===== src/rtl/ets_pkg.sv =====
// Shared types, widths and codes for the edge transmission state table.
// Used by ets_rules and edge_transmission_state_table_unit; depends on nothing.
package ets_pkg;

   // Network size; node fields are six bits wide.
   localparam int NODE_COUNT = 64;
   localparam int NODE_W     = 6;
   localparam int NODE_AW    = $clog2(NODE_COUNT);

   localparam int KIND_W = 3;
   localparam int ACT_W  = 3;
   localparam int ERR_W  = 3;
   localparam int MARK_W = 2;
   localparam int ROW_W  = NODE_COUNT * MARK_W;

   // Event kinds
   localparam logic [KIND_W-1:0] KIND_EDGE_ADD    = 3'd0;
   localparam logic [KIND_W-1:0] KIND_EDGE_REMOVE = 3'd1;
   localparam logic [KIND_W-1:0] KIND_CONTACT     = 3'd2;
   localparam logic [KIND_W-1:0] KIND_INFECT      = 3'd3;
   localparam logic [KIND_W-1:0] KIND_OUTSIDE     = 3'd4;
   localparam logic [KIND_W-1:0] KIND_RECOVER     = 3'd5;

   // Edge marks
   localparam logic [MARK_W-1:0] MARK_ADMISSIBLE  = 2'd0;
   localparam logic [MARK_W-1:0] MARK_MASKED      = 2'd1;
   localparam logic [MARK_W-1:0] MARK_TRANSMITTED = 2'd2;

   // Actions
   localparam logic [ACT_W-1:0] ACT_NONE     = 3'd0;
   localparam logic [ACT_W-1:0] ACT_ACTIVATE = 3'd1;
   localparam logic [ACT_W-1:0] ACT_CONTACT  = 3'd2;
   localparam logic [ACT_W-1:0] ACT_ACCEPT   = 3'd3;
   localparam logic [ACT_W-1:0] ACT_BLOCK    = 3'd4;
   localparam logic [ACT_W-1:0] ACT_RECORD   = 3'd5;

   // Error codes
   localparam logic [ERR_W-1:0] ERR_OK           = 3'd0;
   localparam logic [ERR_W-1:0] ERR_DUP_REMOVE   = 3'd1;
   localparam logic [ERR_W-1:0] ERR_NOT_INFECTED = 3'd2;
   localparam logic [ERR_W-1:0] ERR_TRANSMITTED  = 3'd3;
   localparam logic [ERR_W-1:0] ERR_HEALTHY      = 3'd4;

   // Decision for one event: result fields plus the state updates to apply.
   typedef struct packed {
      logic [ACT_W-1:0]  action;
      logic [ERR_W-1:0]  error_code;
      logic              mark_we;
      logic [MARK_W-1:0] mark_val;
      logic              row_clear;
      logic              inf_we;
      logic              inf_val;
   } upd_type;

endpackage


===== src/rtl/ets_rules.sv =====
// Event rules: decide action, error code and state updates for one event.
// Depends on ets_pkg.
module ets_rules (
   input  logic [ets_pkg::KIND_W-1:0] kind,
   input  logic [ets_pkg::NODE_W-1:0] src_node,
   input  logic [ets_pkg::NODE_W-1:0] dst_node,
   input  logic                       src_infected,
   input  logic [ets_pkg::MARK_W-1:0] mark,
   output ets_pkg::upd_type           upd
);

   logic uses_src;
   logic src_ok;
   logic dst_ok;
   logic event_ok;
   logic admissible;
   logic masked;

   assign uses_src   = (kind == ets_pkg::KIND_EDGE_ADD) || (kind == ets_pkg::KIND_EDGE_REMOVE) ||
                       (kind == ets_pkg::KIND_CONTACT)  || (kind == ets_pkg::KIND_INFECT);
   assign src_ok     = 32'(src_node) < 32'(ets_pkg::NODE_COUNT);
   assign dst_ok     = 32'(dst_node) < 32'(ets_pkg::NODE_COUNT);
   assign event_ok   = dst_ok && (!uses_src || src_ok);
   assign admissible = (mark == ets_pkg::MARK_ADMISSIBLE);
   assign masked     = (mark == ets_pkg::MARK_MASKED);

   always_comb begin
      upd            = '0;
      upd.action     = ets_pkg::ACT_NONE;
      upd.error_code = ets_pkg::ERR_OK;
      upd.mark_val   = ets_pkg::MARK_ADMISSIBLE;
      if (event_ok) begin
         unique case (kind)
            ets_pkg::KIND_EDGE_ADD: begin
               upd.action = ets_pkg::ACT_RECORD;
               priority if (src_infected && admissible) begin
                  upd.action = ets_pkg::ACT_ACTIVATE;
               end else if (src_infected && masked) begin
                  upd.mark_we  = 1'b1;
                  upd.mark_val = ets_pkg::MARK_ADMISSIBLE;
               end else begin
                  upd.mark_we = 1'b0;
               end
            end
            ets_pkg::KIND_EDGE_REMOVE: begin
               upd.action = ets_pkg::ACT_RECORD;
               priority if (src_infected && admissible) begin
                  upd.mark_we  = 1'b1;
                  upd.mark_val = ets_pkg::MARK_MASKED;
               end else if (src_infected && masked) begin
                  upd.action     = ets_pkg::ACT_NONE;
                  upd.error_code = ets_pkg::ERR_DUP_REMOVE;
               end else begin
                  upd.mark_we = 1'b0;
               end
            end
            ets_pkg::KIND_CONTACT: begin
               upd.action = (src_infected && admissible) ? ets_pkg::ACT_CONTACT
                                                         : ets_pkg::ACT_RECORD;
            end
            ets_pkg::KIND_INFECT: begin
               priority if (!src_infected) begin
                  upd.error_code = ets_pkg::ERR_NOT_INFECTED;
               end else if (admissible) begin
                  upd.mark_we  = 1'b1;
                  upd.mark_val = ets_pkg::MARK_TRANSMITTED;
                  upd.inf_we   = 1'b1;
                  upd.inf_val  = 1'b1;
                  upd.action   = ets_pkg::ACT_ACCEPT;
               end else if (masked) begin
                  upd.mark_we  = 1'b1;
                  upd.mark_val = ets_pkg::MARK_ADMISSIBLE;
                  upd.action   = ets_pkg::ACT_BLOCK;
               end else begin
                  upd.error_code = ets_pkg::ERR_TRANSMITTED;
               end
            end
            ets_pkg::KIND_OUTSIDE: begin
               upd.inf_we  = 1'b1;
               upd.inf_val = 1'b1;
               upd.action  = ets_pkg::ACT_ACCEPT;
            end
            ets_pkg::KIND_RECOVER: begin
               // src_infected carries the target's flag for a recovery
               if (!src_infected) begin
                  upd.error_code = ets_pkg::ERR_HEALTHY;
               end else begin
                  upd.row_clear = 1'b1;
                  upd.inf_we    = 1'b1;
                  upd.inf_val   = 1'b0;
                  upd.action    = ets_pkg::ACT_RECORD;
               end
            end
            default: begin
               upd.action = ets_pkg::ACT_NONE;
            end
         endcase
      end
   end

endmodule


===== config.mk =====
export PLATFORM = sky130hd
export DESIGN_NAME = ets_rules
export DESIGN_NICKNAME = d
export VERILOG_FILES = /design/src/rtl/ets_pkg.sv /design/src/rtl/ets_rules.sv
export SDC_FILE = /design/constraint.sdc
export NUM_CORES = 1
export LEC_CHECK = 0
export ABC_AREA = 0
export BUFFER_PORTS_ARGS = -buffer_cell sky130_fd_sc_hd__clkbuf_2
export CELL_PAD_IN_SITES_DETAIL_PLACEMENT = 0
export CELL_PAD_IN_SITES_GLOBAL_PLACEMENT = 2
export CORE_ASPECT_RATIO = 1.2
export CORE_MARGIN = 1.5
export CORE_UTILIZATION = 15
export DETAILED_ROUTE_END_ITERATION = 10
export MAX_ROUTING_LAYER = met4
export PLACE_DENSITY = 0.93
export SYNTH_ARGS = -nofsm -noshare
export SYNTH_HDL_FRONTEND = slang
export SYNTH_SLANG_ARGS = --single-unit

===== constraint.sdc =====
create_clock -name vclk -period 1.9
set_input_delay 0.38 -clock vclk [all_inputs]
set_output_delay 0.38 -clock vclk [all_outputs]
set_load 0.01 [all_outputs]

---- Word-level counts from Yosys, hierarchy flattened ----
Cells that the tools add are included.
operators by class
  mux-type cells .......................... 26
  equal/unequal tests ..................... 6
  reductions and logical operators ........ 4
operator list
  cell                  number
  $mux W3               11
  $pmux W3 S3           2
  $pmux W3 S6           1
  $mux W6               2
  $mux W2               5
  $eq A3 B2 Y1 const B  2
  $eq A3 B3 Y1 const B  2
  $pmux W2 S3           1
  $mux W1               4
  $eq A3 B1 Y1 const B  1
  $logic_not A3 Y1      1
  $eq A2 B1 Y1 const B  1
  $logic_and A1 B1 Y1   2
  $logic_not A2 Y1      1
word-level totals
  flip-flop bits (word level) ............. 0
  output and inout port bits .............. 12

---- Longest topological paths before layout ----
Gate-level depths: netlist (run 1).
  depth after elaboration ................. 5
  gate-level depth with buffers ........... 4

---- Least setup slack after synthesis (run 1) ----
OpenSTA, ideal clock, no wires.
  path type ............................... input -> output
  from .................................... input kind[2] (netlist name)
  to ...................................... output upd[11] (netlist name)
  arrival time ............................ 1.100 ns
  buffers on the path ..................... 1
  required time ........................... 1.520 ns
  stages on the path ...................... 3
  slack ................................... 0.420 ns
  cells stage by stage .................... buf_2 a221o_1 nor3_1
RTL lines
  element          line            RTL
  start, declared  ets_rules.sv:4  input logic [ets_pkg::KIND_W-1:0] kind,
  end, declared    ets_rules.sv:9  output ets_pkg::upd_type upd

==> metrics, run 1 <==
Max-slew headroom 0.803; FP Rows 15; final setup fails 0; hpwl dp approximately 550 µm; fin util 0.239; Tcrit/Tclk final 0.902; HP Class in2out; final slew viol count 0; register area 0 µm²; die footprint 1870 µm²; port bufs 18; Final ANT Viol Nets 0; # Post-CTS Setup Buffers 0; Area Growth Syn to Fin 45.9%; CP Capture Type output pin; commonest non-fill, non-tap cell in the layout clkbuf_2; diode count 0; DRC Markers 0; Syn Area/Cell about 6.4 µm²; YS warnings 0; leakage between 0.15 and 0.2 nW; VDD IR max between 0.08 and 0.09 mV; routed len/inst between 9 and 10 µm; GRT Overall Usage 0.0750; delay-heaviest family, CP buffers and inverters; via count a little over 300; GRT overflow 0; Worst EP required between 1.5 and 2 ns; Syn Nets 56; # resized after CTS 0; Synth Instances 38; Crit path arrival time 1.33 ns; CP cell instances clkbuf_2 > nor2_1 > a221o_1 > nor3_1 > clkbuf_2; distinct cell type count of the synthesized netlist 22; initial core utilization 0.164; final hold viol count 0; CTS Hold Buffers Added 0; initial antenna violation count 0; pwr/cell area slightly below 200 nW/µm²; Most common cell on crit path clkbuf_2; fin nets 75; RePlAce Congestion roughly 0.7; CP max FO 12; Crit-path slowest cell a221o_1; Power Total between 0.07 and 0.08 mW; share of layout cells above drive strength 1 0.418; pre-CTS setup slack 0.157 ns; first-pass GRT wire length 993 µm; vias per cell around 4.3; WP buf/inv 2; Critical Path Start Type input pin; Filler cells roughly 170; Routed WL approximately 650 µm; Period minus WS final between 1.5 and 2 ns; post-synthesis cell area approximately 240 µm²; min setup slack post-route ~0.19 ns; die extent in x between 30 and 40 µm; max-cap viol count 0; Starting DRT DRC Count 8; die height roughly 47 µm; clock buffers 0; RSZ-0062 raised after global routing no; most frequent cells in the layout clkbuf_2 (18), nand2_1 (4), o21ai_1 (4); status finished clean; Worst Max-Slew Pin Slew about 0.29 ns; TNS Setup 0 ns; FF+latch count 0; Peak Freq approximately 580 MHz; largest net degree at the start of global routing 13; vias in the first global route 218; crit path kind in2out; sequential fraction of the synthesis area 0; I/O pin cnt 30; max incr delay on CP 0.34 ns; TritonRoute pass-1 iters 4; Core Box Area ~1500 µm²
==> cells by family after synthesis <==
kind of cell,after synthesis,share of synthesized area
AOI/OAI and AO/OA,8,0.222
xor gates and xnor gates,1,0.0361
buffers and inverters,4,0.0773
muxes,1,0.0464
and+or+nand+nor,24,0.619
==> area by class of cell <==
cell class / count / area (µm²) / area share
Inverter: 1 / 3.75 / 0.0106
Multi-Input combinational cell: 34 / 224 / 0.633
Timing Repair Buffer: 20 / 105 / 0.297
Tap cell: 17 / 21.3 / 0.0601
==> worst min-delay path, delay by kind of cell <==
kind                   cells  cell delay (ns)
and+or+nand+nor            1             0.06
buffers and inverters      2             0.26
==> stage by stage <==
stage	area, µm²	hold WS, ns	instances
2_1_floorplan	243	0.808	38
3_3_place_gp	354	1.08	72
3_5_place_dp	354	1.09	72
4_1_cts	354	1.09	72
5_1_grt	354	1.12	72
6_report	354	1.08	72
==> power by group <==
group          internal [mW]  switching (mW)  total, mW
logic                 0.0327          0.0375     0.0702
registers                  0               0          0
clock network              0               0          0
==> per-layer routing <==
layer	GRT usage	vias to the layer above	share of wire
met2	0.115	8	0.49
li1	-	168	-
met3	0	0	0.047
met1	0.116	134	0.46
met5	-	-	0
met4	0	0	0
==> cell usage after synthesis <==
cell type  number  area share
nor2b_4         1       0.057
mux2_2          1       0.046
nand2_1         4       0.062
nor4b_2         1       0.062
and2_1          1       0.026
and4b_1         1       0.041
nor2b_1         2       0.052
o211a_1         1       0.041
xnor2_1         1       0.036
and2b_1         2       0.062
nor4_1          1       0.026
a221o_1         1       0.041
buf_2           3       0.062
inv_1           1       0.015
nand2b_1        3       0.077
nor2_1          3       0.046
a21oi_1         1       0.021
nand3_1         2       0.041
nor3_1          2       0.041
o21ai_1         4       0.082
a2bb2oi_1       1       0.036
and3_1          1       0.026
==> worst paths after layout <==
| check | from | to | slack, ns | depth (start not counted) |
|---|---|---|---|---|
| worst max-delay path | kind[0] | upd[11] | 0.19 | 5 |
| worst min-delay path | src_infected | upd[8] | 1.08 | 3 |
(Power assumes the default switching activity.)
==> run 2, diff against run 1 <==
- PLACE_DENSITY: 0.93 -> not set
- PLACE_DENSITY_LB_ADDON: not set -> 0.3
==> metrics, run 2 (synthesis gave the netlist of run 1 again) <==
status finished clean; Power Total 0.0723 mW (+3.1%); # Post-CTS Setup Buffers 0 (unchanged); Worst Max-Slew Pin Slew 0.297 ns (+0.00202 ns); first-pass GRT wire length 1210 µm (+22%); share of layout cells above drive strength 1 0.429 (+0.0104); Max-slew headroom 0.802 (-0.00135); crit path kind in2out; final setup fails 0 (unchanged); Core Box Area 1480 µm² (unchanged); CP max FO 8 (-4); FF+latch count 0 (unchanged); Routed WL 717 µm (+9.8%); # resized after CTS 0 (unchanged); I/O pin cnt 30 (unchanged); FP Rows 15 (unchanged); commonest non-fill, non-tap cell in the layout clkbuf_2; Starting DRT DRC Count 1 (-7); Comb power frac 1.000 (about the same); HP Class in2out; register area 0 µm² (unchanged); DRC Markers 0 (unchanged); vias in the first global route 282 (+29%); die height 47.1 µm (unchanged); sequential share of power 0 (unchanged); fin util 0.244 (+0.00506); initial antenna violation count 0 (unchanged); TritonRoute pass-1 iters 3 (-1); GRT Overall Usage 0.0908 (+0.0158); clock share of power 0 (unchanged); via count 325 (+4.8%); clock buffers 0 (unchanged); routed len/inst 9.82 µm (+8.3%); fin nets 76 (+1.3%); hpwl dp 608 µm (+11%); vias per cell 4.45 (+3.4%); die footprint 1870 µm² (unchanged); leakage 0.195 nW (+2.5%); final hold slack 1.10 ns (+0.0132 ns); die extent in x 39.7 µm (unchanged); final hold viol count 0 (unchanged); Crit path arrival time 1.32 ns (about the same); internal power 0.0340 mW (+4.1%); initial core utilization 0.164 (unchanged); Period minus WS final 1.70 ns (-0.0191 ns); Sw Ratio 0.530 (-0.00464); pwr/cell area 200 nW/µm² (+0.98%); largest net degree at the start of global routing 10 (-3); Filler cells 182 (+5.8%); TNS Setup 0 ns (unchanged); final slew viol count 0 (unchanged); Peak Freq 590 MHz (+1.1%); RSZ-0062 raised after global routing no; Area Growth Syn to Fin 49.0%; diode count 0 (unchanged); port bufs 18 (unchanged); CTS Hold Buffers Added 0 (unchanged); Critical Path Start Type input pin; Worst EP required 1.52 ns (about the same); GRT overflow 0 (unchanged); max-cap viol count 0 (unchanged); sw power 0.0383 mW (+2.2%); most frequent cells in the layout clkbuf_2 (18), nand2_1 (4), o21ai_1 (4); RePlAce Congestion 0.672 (-6.9%); Tcrit/Tclk final 0.892 (-0.0101); VDD IR max 0.0595 mV (-31%); CP Capture Type output pin; Final ANT Viol Nets 0 (unchanged)
-- run 2: changes by cell type in the layout (fill, tap and decap cells not counted), sizes merged --
| cell | delta |
|---|---|
| buf | +1 |
-- run 2: worst paths after layout --
path,from,endpoint,slack (ns),depth (start not counted)
worst min-delay path,src_infected,upd[8],1.10,3
worst max-delay path,kind[1],upd[6],0.20,5
-- run 2: layout make-up --
cell class	instances	area (µm²)	share of cell area
Timing Repair Buffer	21	113	0.311
Inverter	1	3.75	0.0104
Tap cell	17	21.3	0.0588
Multi-Input combinational cell	34	224	0.619
-- run 2: power by group through the flow --
stage	Combinational (mW)	Sequential, mW	Clock [mW]
2_1_floorplan	0.0435	0	0
3_3_place_gp	0.0737	0	0
3_5_place_dp	0.0735	0	0
4_1_cts	0.0736	0	0
5_1_grt	0.0822	0	0
6_report	0.0723	0	0
-- run 2: through the flow --
| step | cells | worst slack (ns) | cell area (µm²) |
|---|---|---|---|
| 2_1_floorplan | 38 | 0.420 | 243 |
| 3_3_place_gp | 73 | 0.202 | 362 |
| 3_5_place_dp | 73 | 0.204 | 362 |
| 4_1_cts | 73 | 0.202 | 362 |
| 5_1_grt | 73 | 0.0827 | 362 |
| 6_report | 73 | 0.205 | 362 |
-- run 2: worst max-delay path, stage by stage --
cell,delay (ns)
clkbuf_2,0.16
and2b_1,0.22
mux2_2,0.25
and4b_1,0.18
clkbuf_2,0.12
-- run 2: layer usage --
layer | wire [µm] | GRT usage | vias up | share of wire
met4 | 0 | 0 | 0 | 0
met2 | 307 | 0.144 | 13 | 0.43
met5 | 0 | - | - | 0
met3 | 53 | 0.00474 | 0 | 0.074
met1 | 355 | 0.134 | 139 | 0.50
li1 | - | - | 173 | -
