===== src/rtl/ets_ram.sv =====
// Generic single-port-write, single-port-read RAM with registered read data.
// No dependencies.
module ets_ram #(
   parameter int WIDTH = 8,
   parameter int DEPTH = 64
) (
   input  logic                     clock,
   input  logic                     wr_en,
   input  logic [$clog2(DEPTH)-1:0] wr_addr,
   input  logic [WIDTH-1:0]         wr_data,
   input  logic                     rd_en,
   input  logic [$clog2(DEPTH)-1:0] rd_addr,
   output logic [WIDTH-1:0]         rd_data
);

   logic [WIDTH-1:0] mem_ff [DEPTH];
   logic [WIDTH-1:0] rd_data_ff;

   always_ff @(posedge clock) begin
      if (wr_en) begin
         mem_ff[wr_addr] <= wr_data;
      end
      if (rd_en) begin
         rd_data_ff <= mem_ff[rd_addr];
      end
   end

   assign rd_data = rd_data_ff;

endmodule


===== config.mk =====
export PLATFORM = sky130hd
export DESIGN_NAME = ets_ram
export DESIGN_NICKNAME = d
export VERILOG_FILES = /design/src/rtl/ets_ram.sv
export SDC_FILE = /design/constraint.sdc
export NUM_CORES = 1
export LEC_CHECK = 0
export ABC_AREA = 1
export BUFFER_PORTS_ARGS = -buffer_cell sky130_fd_sc_hd__buf_2
export CAP_MARGIN = 20
export CORE_ASPECT_RATIO = 1.5
export CORE_UTILIZATION = 67
export CTS_CLUSTER_DIAMETER = 150
export CTS_CLUSTER_SIZE = 25
export DETAILED_ROUTE_END_ITERATION = 8
export GPL_TIMING_DRIVEN = 0
export PLACE_DENSITY = 0.89
export SYNTH_ARGS = -nofsm -noshare
export SYNTH_HDL_FRONTEND = slang
export SYNTH_SLANG_ARGS = --single-unit

===== constraint.sdc =====
create_clock -name clock -period 6.02 [get_ports clock]
set_input_delay 1.806 -clock clock [delete_from_list [all_inputs] [get_ports clock]]
set_output_delay 1.806 -clock clock [all_outputs]
set_load 0.005 [all_outputs]

Yosys cells after proc, flatten, opt, wreduce, memory -nomap -nowiden
Memories as Yosys holds them, arrays and structs flattened. A register that Yosys moved wholly into a read port is not among the register bits.
Index checks and enable logic that the tools add are counted.
{ "totals": {"latchBits": 0, "n_memories": 1, "ram_bits": 512, "romBits": 0, "ff_bits": 0, "output_inout_bits": 8} }
{ "mem_list": {"columns": ["memory", "depth", "width", "rd", "rd_clocked_by_memory_dff", "wr", "line_no", "text"], "rows": [
  ["mem_ff", 64, 8, 1, 1, 1, "16", "logic [WIDTH-1:0] mem_ff [DEPTH];"]
]} }
{ "classes": {"n_eq_ne": 0, "mul": 0, "n_div": 0, "reduce_logical": 0, "shifts": 0, "n_lt_le_gt_ge": 0, "n_bitwise": 0, "addsub": 0, "n_mux": 2} }
{ "op_table": {"columns": ["cell", "count"], "rows": [
  ["1-bit 2-to-1 mux", 2]
]} }

Longest topological paths before layout
Gate-level depths: netlist of run 1.
{ "depth": {"depth_word": 2, "ltp_mapped": 12, "depth_no_buf": 9} }

Worst setup path before layout of run 1
No wires, ideal clock.
{ "synth_timing": {"path_kind": "input to register", "startpoint": "in wr_en", "endpoint": "mem mem_ff[48][0], enable pin", "slack_ps": 2448, "setup_ps": 395, "cell_stages": 3, "arrival_time_ps": 3177, "path_buffers": 1, "path_cell_list": "clkbuf_1 > nand4_1 > nor4_1"} }
{ "synth_between": {"elab_chain_len": 2} }
{ "synth_lines": {"columns": ["element", "line_no", "text"], "rows": [
  ["from (decl)", "8", "input logic wr_en,"],
  ["1-bit 2-to-1 mux", "20", "if (wr_en) begin"],
  ["1-bit 2-to-1 mux (implied by the code)", "21", "mem_ff[wr_addr] <= wr_data;"],
  ["to (decl)", "16", null]
]} }
No other way between the ends.

Worst setup path in the final report of run 1
{ "layout_timing": {"startpoint": "in wr_addr[1]", "endpoint": "mem mem_ff[29][2], enable pin"} }
{ "layout_rtl": {"columns": ["element", "line_no", "text"], "rows": [
  ["from (decl)", "9", "input logic [$clog2(DEPTH)-1:0] wr_addr,"]
]} }
No word-level cell before the write port.

==> impl_metrics.json, run 1 <==
{
  "synth_cells": 1805,
  "vias_per_cell": 6.67,
  "coreArea_um2": 31200,
  "finalCritPeriodShare_pct": 61.6,
  "crit_path_start_kind": "primary input",
  "syn_area_um2": 21400,
  "p_int_mw": 4.90,
  "sequentialPowerShare_pct": 62.7,
  "clk_latency_ns": 0.61,
  "cp-end-kind": "register",
  "cpLargestDelayFamily": "simple AND/OR/NAND/NOR gates",
  "cts-root-buf": "clkbuf_16",
  "switchingPower_mw": 1.50,
  "numClockSinks": 520,
  "path_cells": "clkbuf_1 -> inv_1 -> nand4_1 -> nor2_1",
  "reg2reg_to": "rd_data[6]",
  "fin_area_um2": 22900,
  "synth_edf_count": 520,
  "routedWlPerCell_um": 28.0,
  "cp_num_buf_inv": 2,
  "yosys-top-cells-count": "648 x nand2_1, 520 x edfxtp_1, 439 x nand3_1",
  "hold_class": "register to register",
  "dieArea_um2": 32700,
  "cts_tree": "yes",
  "avgSynthCellArea_um2": 11.9,
  "async_flop_share_pct": 0,
  "min_to": "rd_data[2]",
  "grt_pass1_vias": 14900,
  "yosysTopAreaCellShare_pct": 72.9,
  "fin_ws_ns": 2.31,
  "pre_cts_slack_ns": 1.85,
  "rsz0062_at_grt": "no",
  "r2r_cells": 8,
  "dp_hpwl_um": 43400,
  "final.setup.tns_ns": 0,
  "grt_pass1_wl_um": 92600,
  "finalMaxSlewViolations": 0,
  "power_frac_clock_pct": 28.5,
  "cts_buffers": 24,
  "min-delay-start": "mem_ff[44][2]",
  "portBuffers": 22,
  "num-fill-cells": 2054,
  "clkTransAtPathRegs_ns": 0.09,
  "yosysWarnings": 0,
  "cts_resized": 0,
  "synth_fp_nets": 1828,
  "num_rows": 79,
  "cp_max_fo": 9,
  "ctsHoldBuffers": 0,
  "nets": 1892,
  "dp_cells": 2248,
  "yosysMostFrequentCell": "nand2_1",
  "arrival_ns": 3.93,
  "reg2reg_from": "mem_ff[33][6]",
  "antenna_cells": 0,
  "tightestPinTransition_ns": 1.06,
  "period_needed_ns": 3.71,
  "routabilityCongestion": 1.05,
  "outcome": "finished clean",
  "cp_slowest_cell": "nor2_1",
  "first_iter_violations": 2219,
  "postCtsSetupRepairBufs": 0,
  "hold_depth": 8,
  "grt_max_degree": 53,
  "routed_wl_um": 63700,
  "drc": 0,
  "grt.total_usage_pct": 39.9,
  "crit_path_max_incr_delay_ns": 1.01,
  "clockBufferDepth": 3,
  "ir_drop_mv": 0.282,
  "final_cells": 2274,
  "vias": 15200,
  "max_freq_mhz": 270,
  "synth_cell_type_count": 15,
  "hold_viol": 0,
  "antenna_found_initial": 2,
  "critPathKind": "primary input to register",
  "setup_viol": 0,
  "die_height_um": 221,
  "h-tree-depth": 1,
  "maxCapViolCount": 0,
  "ios": 31,
  "synth_ff_type": "edfxtp_1",
  "p_sw_share_pct": 23.5,
  "drtAntennaViolNets": 0,
  "power_frac_comb_pct": 8.8,
  "ys_ff_latch": 520,
  "leakage_nw": 8.25,
  "synthTopCellsByArea": "edfxtp_1 73%, nand2_1 11%, nand3_1 10%, buf_6 1.8%, nor2_1 0.98%",
  "finClkSkew_ns": 0.0287,
  "dr.pass1.iters": 5,
  "crit_required_ns": 6.24,
  "die_x_um": 148,
  "powerDensity_nw_per_um2": 279,
  "area_delta_synth_final_pct": 7.10,
  "overflow": 0,
  "startpoint": "wr_addr[1]",
  "start_util_pct": 68.6,
  "r2r_slack_ns": 4.31,
  "ys_seq_area_share_pct": 72.9,
  "dpl-instance-area_um2": 22300,
  "slew_headroom_pct": 29.0,
  "synth_top_area_cell": "edfxtp_1",
  "drive_gt1_share_pct": 8.67
}
metrics by stage:
step	hold slack [ns]	utilization (%)	power [mW]
2_1_floorplan	0.797	-	4.38
3_3_place_gp	0.870	70.5	4.60
3_5_place_dp	0.880	71.4	4.63
4_1_cts	0.902	73.4	6.33
5_1_grt	0.979	73.4	6.51
6_report	0.916	73.4	6.40
kinds of logic after synthesis:
| logic type | synth area share (%) |
|---|---|
| flops | 72.9 |
| buf+inv | 4.01 |
| simple gates | 23.1 |
sequential cells by signal, summed over array words and instances, names as in the netlist:
| name | count |
|---|---|
| rd_data | 8 |
| mem_ff | 512 |
layout make-up:
cell class	count	area, µm²	share of cell area [%]
Sequential cell	520	15600	68.1
Tap cell	405	507	2.21
Clock inverter	1	7.51	0.0327
Clock buffer	25	626	2.73
Inverter	12	50.0	0.218
Timing Repair Buffer	38	330	1.44
Multi-Input combinational cell	1160	5000	21.8
Buffer	113	808	3.52
worst register-to-register path, cell delays in order (launching register included):
cell	delay [ns]
edfxtp_1	0.39
nand2_1	0.08
nand3_1	0.30
nand3_1	0.25
nand2_1	0.12
nand2_1	0.08
nand3_1	0.08
nand3_1	0.08
nand2_1	0.09
per-layer routing:
layer,track usage [%],wire length (µm)
met2,64.1,30600
met3,8.45,7490
met1,47.2,19700
met5,0,33
met4,29.8,5890
cell usage in the layout, fill, tap and decap left out:
master	n
buf_8	2
clkbuf_1	15
inv_2	1
nand2_1	648
buf_6	35
nor4_2	8
buf_4	22
buf_1	10
nor2_1	56
clkinvlp_4	1
buf_12	8
inv_1	10
nand4_1	9
nand3_1	439
clkbuf_16	25
inv_6	1
buf_2	59
edfxtp_1	520
how the worst max path moves through the flow:
| stage | endpoint | depth (start not counted) |
|---|---|---|
| floorplan | mem_ff[48][0] | 3 |
| global placement | mem_ff[53][0] | 3 |
| detailed placement | mem_ff[24][0] | 4 |
| CTS | mem_ff[24][0] | 4 |
| global route | mem_ff[28][5] | 4 |
| finish | mem_ff[29][2] | 4 |
power groups by stage:
stage               Combinational (mW)  Clock [mW]  Sequential (mW)
floorplan                        0.282           0             4.10
global placement                 0.497           0             4.10
detailed placement               0.532           0             4.10
CTS                              0.535        1.78             4.02
global route                     0.586        1.91             4.02
finish                           0.563        1.82             4.02
Power figures use the tool's default switching activity.
==> run 2, diff against run 1 <==
--- a/config.mk
+++ b/config.mk
@@ -9,12 +9,12 @@
 export BUFFER_PORTS_ARGS = -buffer_cell sky130_fd_sc_hd__buf_2
 export CAP_MARGIN = 20
 export CORE_ASPECT_RATIO = 1.5
-export CORE_UTILIZATION = 67
+export CORE_UTILIZATION = 63
 export CTS_CLUSTER_DIAMETER = 150
 export CTS_CLUSTER_SIZE = 25
 export DETAILED_ROUTE_END_ITERATION = 8
 export GPL_TIMING_DRIVEN = 0
-export PLACE_DENSITY = 0.89
+export PLACE_DENSITY = 0.85
 export SYNTH_ARGS = -nofsm -noshare
 export SYNTH_HDL_FRONTEND = slang
 export SYNTH_SLANG_ARGS = --single-unit
==> constraint.sdc (replaced) <==
create_clock -name clock -period 3.59 [get_ports clock]
set_input_delay 1.077 -clock clock [delete_from_list [all_inputs] [get_ports clock]]
set_output_delay 1.077 -clock clock [all_outputs]
set_load 0.005 [all_outputs]
==> impl_metrics.json, run 2 (synthesis gave the netlist of run 1 again) <==
{
  "arrival_ns": 3.50,
  "min-delay-start": "rd_en",
  "drtAntennaViolNets": 0,
  "rsz0062_at_grt": "no",
  "setup_viol": 0,
  "grt.total_usage_pct": 36.5,
  "fin_ws_ns": 0.286,
  "ios": 31,
  "dp_hpwl_um": 43700,
  "critPathKind": "primary input to register",
  "finalMaxSlewViolations": 0,
  "routed_wl_um": 62200,
  "cts_tree": "yes",
  "area_delta_synth_final_pct": 7.19,
  "drc": 4,
  "pre_cts_slack_ns": -0.0730,
  "grt_pass1_wl_um": 90900,
  "tightestPinTransition_ns": 1.00,
  "leakage_nw": 8.25,
  "h-tree-depth": 1,
  "die_height_um": 228,
  "final.setup.tns_ns": 0,
  "cts_buffers": 24,
  "num_rows": 82,
  "routedWlPerCell_um": 27.2,
  "dr.pass1.iters": 9,
  "cts_resized": 0,
  "slew_headroom_pct": 32.9,
  "finClkSkew_ns": 0.0163,
  "grt_pass1_vias": 14400,
  "mostFrequentLayoutCells": "648 x nand2_1, 520 x edfxtp_1, 439 x nand3_1",
  "die_x_um": 153,
  "powerDensity_nw_per_um2": 465,
  "p_int_mw": 8.21,
  "ctsHoldBuffers": 0,
  "crit_required_ns": 3.79,
  "maxCapViolCount": 0,
  "ir_drop_mv": 0.431,
  "antenna_found_initial": 1,
  "outcome": "complete, but fails checks",
  "period_needed_ns": 3.30,
  "switchingPower_mw": 2.47,
  "hold_viol": 0,
  "largest_reg_flops": 512,
  "first_iter_violations": 2118,
  "r2r_slack_ns": 1.88,
  "largest-register": "mem_ff",
  "cp_max_fo": 9,
  "max_freq_mhz": 303,
  "postCtsSetupRepairBufs": 0,
  "overflow": 0,
  "layout_commonest_cell": "nand2_1",
  "numClockSinks": 520,
  "cts-root-buf": "clkbuf_16",
  "dieArea_um2": 34800,
  "clk_latency_ns": 0.58,
  "portBuffers": 22,
  "cp-end-kind": "register",
  "path_cells": "clkbuf_1 -> inv_1 -> nand4_1 -> nor2_1",
  "p_sw_share_pct": 23.1,
  "nets": 1892,
  "finalCritPeriodShare_pct": 92.0,
  "r2r_cells": 8,
  "final_cells": 2289,
  "hold_depth": 1,
  "drive_gt1_share_pct": 8.67,
  "crit_path_start_kind": "primary input",
  "reg2reg_from": "mem_ff[51][1]",
  "reg2reg_to": "rd_data[1]",
  "clockBufferDepth": 3,
  "dp_cells": 2262,
  "power_frac_comb_pct": 8.8,
  "violations": "DRC",
  "hold_class": "primary input to register",
  "cp_slowest_cell": "nor2_1",
  "power_mw": 10.7,
  "start_util_pct": 64.0,
  "sequentialPowerShare_pct": 63.0,
  "vias_per_cell": 6.49,
  "power_frac_clock_pct": 28.2,
  "crit_path_max_incr_delay_ns": 1.06,
  "grt_max_degree": 65,
  "routabilityCongestion": 1.01,
  "clkTransAtPathRegs_ns": 0.10,
  "antenna_cells": 0,
  "vias": 14800,
  "coreArea_um2": 33400,
  "min_to": "rd_data[5]"
}
==> run 2: area by class of cell <==
class	count	area, µm²
plain buffers	113	808
multi-input cells	1160	5000
repair buffers	38	330
inverters	12	50.0
clock inverters	1	7.51
fillers	2323	10500
clock buffers	25	626
flip-flops and latches	520	15600
well taps	420	526
==> run 2: critical path: cells and delay by family <==
family	cells	cell delay, ns
buffers and inverters	2	0.59
AND/OR/NAND/NOR	2	1.83
==> run 2: how the worst max path moves through the flow <==
stage,start,to,slack [ns],cells past startpoint
floorplan,wr_en,mem_ff[48][0],0.75,3
global placement,wr_en,mem_ff[48][1],-0.14,3
detailed placement,wr_addr[1],mem_ff[25][5],-0.07,4
CTS,wr_addr[1],mem_ff[25][5],0.51,4
global route,wr_addr[1],mem_ff[17][2],0.35,4
finish,wr_addr[1],mem_ff[24][1],0.29,4
==> run 2: power by group through the flow <==
stage / Sequential [mW] / Clock, mW / Combinational (mW)
floorplan: 6.87 / 0 / 0.472
global placement: 6.88 / 0 / 0.845
detailed placement: 6.87 / 0 / 0.895
CTS: 6.73 / 2.99 / 0.898
global route: 6.74 / 3.20 / 0.981
finish: 6.73 / 3.01 / 0.939
==> run 2: stage by stage <==
step | area, µm² | utilization [%] | hold WS [ns]
6_report | 23000 | 68.6 | 0.908
2_1_floorplan | 21400 | - | 0.797
3_5_place_dp | 22300 | 66.7 | 0.939
4_1_cts | 22900 | 68.6 | 0.886
5_1_grt | 23000 | 68.6 | 0.887
3_3_place_gp | 22100 | 65.9 | 0.939
==> run 2: metal layers <==
metal,GRT usage (%),routed length (µm),vias to the layer above
li1,-,-,6446
met1,42.6,20200,7053
met2,60.3,30200,1076
met3,6.44,6300,272
met4,28.5,5500,2
met5,0,11,-
==> run 3, diff against run 2 <==
--- a/config.mk
+++ b/config.mk
@@ -9,12 +9,13 @@
 export BUFFER_PORTS_ARGS = -buffer_cell sky130_fd_sc_hd__buf_2
 export CAP_MARGIN = 20
 export CORE_ASPECT_RATIO = 1.5
-export CORE_UTILIZATION = 63
+export CORE_UTILIZATION = 65
+export CTS_BUF_LIST = sky130_fd_sc_hd__clkbuf_2
 export CTS_CLUSTER_DIAMETER = 150
 export CTS_CLUSTER_SIZE = 25
 export DETAILED_ROUTE_END_ITERATION = 8
 export GPL_TIMING_DRIVEN = 0
-export PLACE_DENSITY = 0.85
+export PLACE_DENSITY = 0.87
 export SYNTH_ARGS = -nofsm -noshare
 export SYNTH_HDL_FRONTEND = slang
 export SYNTH_SLANG_ARGS = --single-unit
==> impl_metrics.json, run 3 (synthesis gave the netlist of run 1 again) <==
{
  "largest_reg_flops": 512,
  "ctsHoldBuffers": 0,
  "final_util_pct": 69.0,
  "layout_commonest_cell": "nand2_1",
  "highest_layer": "met4",
  "cp.depth": 1,
  "maxCapViolCount": 0,
  "numClockSinks": 520,
  "clk_latency_ns": 1.15,
  "dieArea_um2": 33700,
  "arrival_ns": 1.87,
  "rsz0062_at_grt": "no",
  "portBuffers": 22,
  "grt.total_usage_pct": 38.0,
  "hold_viol": 0,
  "finalCritPeriodShare_pct": 82.1,
  "cp_max_fo": 1,
  "start_util_pct": 65.8,
  "grt_pass1_vias": 14400,
  "h-tree-depth": 1,
  "setup_viol": 0,
  "ios": 31,
  "cts_buffers": 24,
  "mostFrequentLayoutCells": "648 x nand2_1, 520 x edfxtp_1, 439 x nand3_1",
  "fin_area_um2": 22500,
  "overflow": 0,
  "ir_drop_mv": 0.326,
  "crit_path_start_kind": "register",
  "wl_met1_um": 20100,
  "vias_per_cell": 6.57,
  "coreArea_um2": 32500,
  "drive_gt1_share_pct": 8.67,
  "routedWlPerCell_um": 27.3,
  "outcome": "finished clean",
  "dr.pass1.iters": 6,
  "path_cells": "buf_2",
  "finalMaxSlewViolations": 0,
  "grt_pass1_wl_um": 89500,
  "dpl-instance-area_um2": 22300,
  "tightestPinTransition_ns": 1.11,
  "routabilityCongestion": 1.02,
  "die_x_um": 150,
  "antenna_found_initial": 2,
  "cp_num_buf_inv": 1,
  "cts_resized": 0,
  "num_rows": 81,
  "clockBufferDepth": 3,
  "cp-end-kind": "primary output",
  "area_delta_synth_final_pct": 4.87,
  "cp_slowest_cell": "edfxtp_1",
  "dr_wl_met2_um": 30800,
  "r2r_cells": 8,
  "finClkSkew_ns": 0.138,
  "vias": 15000,
  "crit_required_ns": 2.51,
  "critPathKind": "register to primary output",
  "slew_headroom_pct": 26.0,
  "hold_class": "primary input to register",
  "leakage_nw": 8.04,
  "crit_path_max_incr_delay_ns": 0.56,
  "postCtsSetupRepairBufs": 0,
  "die_height_um": 224,
  "routed_wl_um": 62400,
  "period_needed_ns": 2.95,
  "clkTransAtPathRegs_ns": 0.44,
  "pre_cts_slack_ns": -0.00932,
  "hold_depth": 1,
  "first_iter_violations": 1933,
  "cts_tree": "yes",
  "max_freq_mhz": 339,
  "dr_wl_met3_um": 6120,
  "drtAntennaViolNets": 0,
  "cpLargestDelayFamily": "flip-flops",
  "cts-root-buf": "clkbuf_2",
  "nets": 1892,
  "fin_ws_ns": 0.644,
  "dp_hpwl_um": 44100,
  "grt_max_degree": 65,
  "powerDensity_nw_per_um2": 423,
  "fin_hold_ws_ns": 0.244,
  "largest-register": "mem_ff",
  "drc": 0
}
## run 3: final timing paths
check / startpoint / endpoint / slack [ns]
max: rd_data[1] / rd_data[1] / 0.64
min reg2reg: mem_ff[42][1] / rd_data[1] / 0.89
max reg2reg: mem_ff[14][3] / rd_data[3] / 2.06
min: rd_en / rd_data[4] / 0.24
## run 3: metal layers
layer / vias up / global-route usage, %
li1: 6447 / -
met1: 7198 / 44.7
met2: 1118 / 63.7
met3: 274 / 5.38
met4: 0 / 27.7
met5: - / 0
## run 3: where the power goes
| group | internal (mW) | total [mW] | switching, mW |
|---|---|---|---|
| clock network | 0.182 | 1.82 | 1.63 |
| logic | 0.243 | 0.931 | 0.687 |
| registers | 6.74 | 6.75 | 0.0143 |
| total | 7.16 | 9.50 | 2.34 |
## run 3: layout make-up
| type | count | area, µm² |
|---|---|---|
| Fill cell | 2295 | 10100 |
| Timing Repair Buffer | 38 | 330 |
| Tap cell | 415 | 519 |
| Clock buffer | 25 | 125 |
| Buffer | 113 | 808 |
| Sequential cell | 520 | 15600 |
| Clock inverter | 1 | 7.51 |
| Inverter | 12 | 50.0 |
| Multi-Input combinational cell | 1160 | 5000 |
| Antenna cell | 4 | 10.0 |
## run 3: per-stage QoR
step                      setup TNS, ns  power [mW]  cells
after floorplan                       0        7.35   1805
after global placement            -1.75        7.72   2242
after detailed placement        -0.0671        7.77   2257
after CTS                             0        9.42   2283
after global routing                  0        9.68   2285
final                                 0        9.50   2288
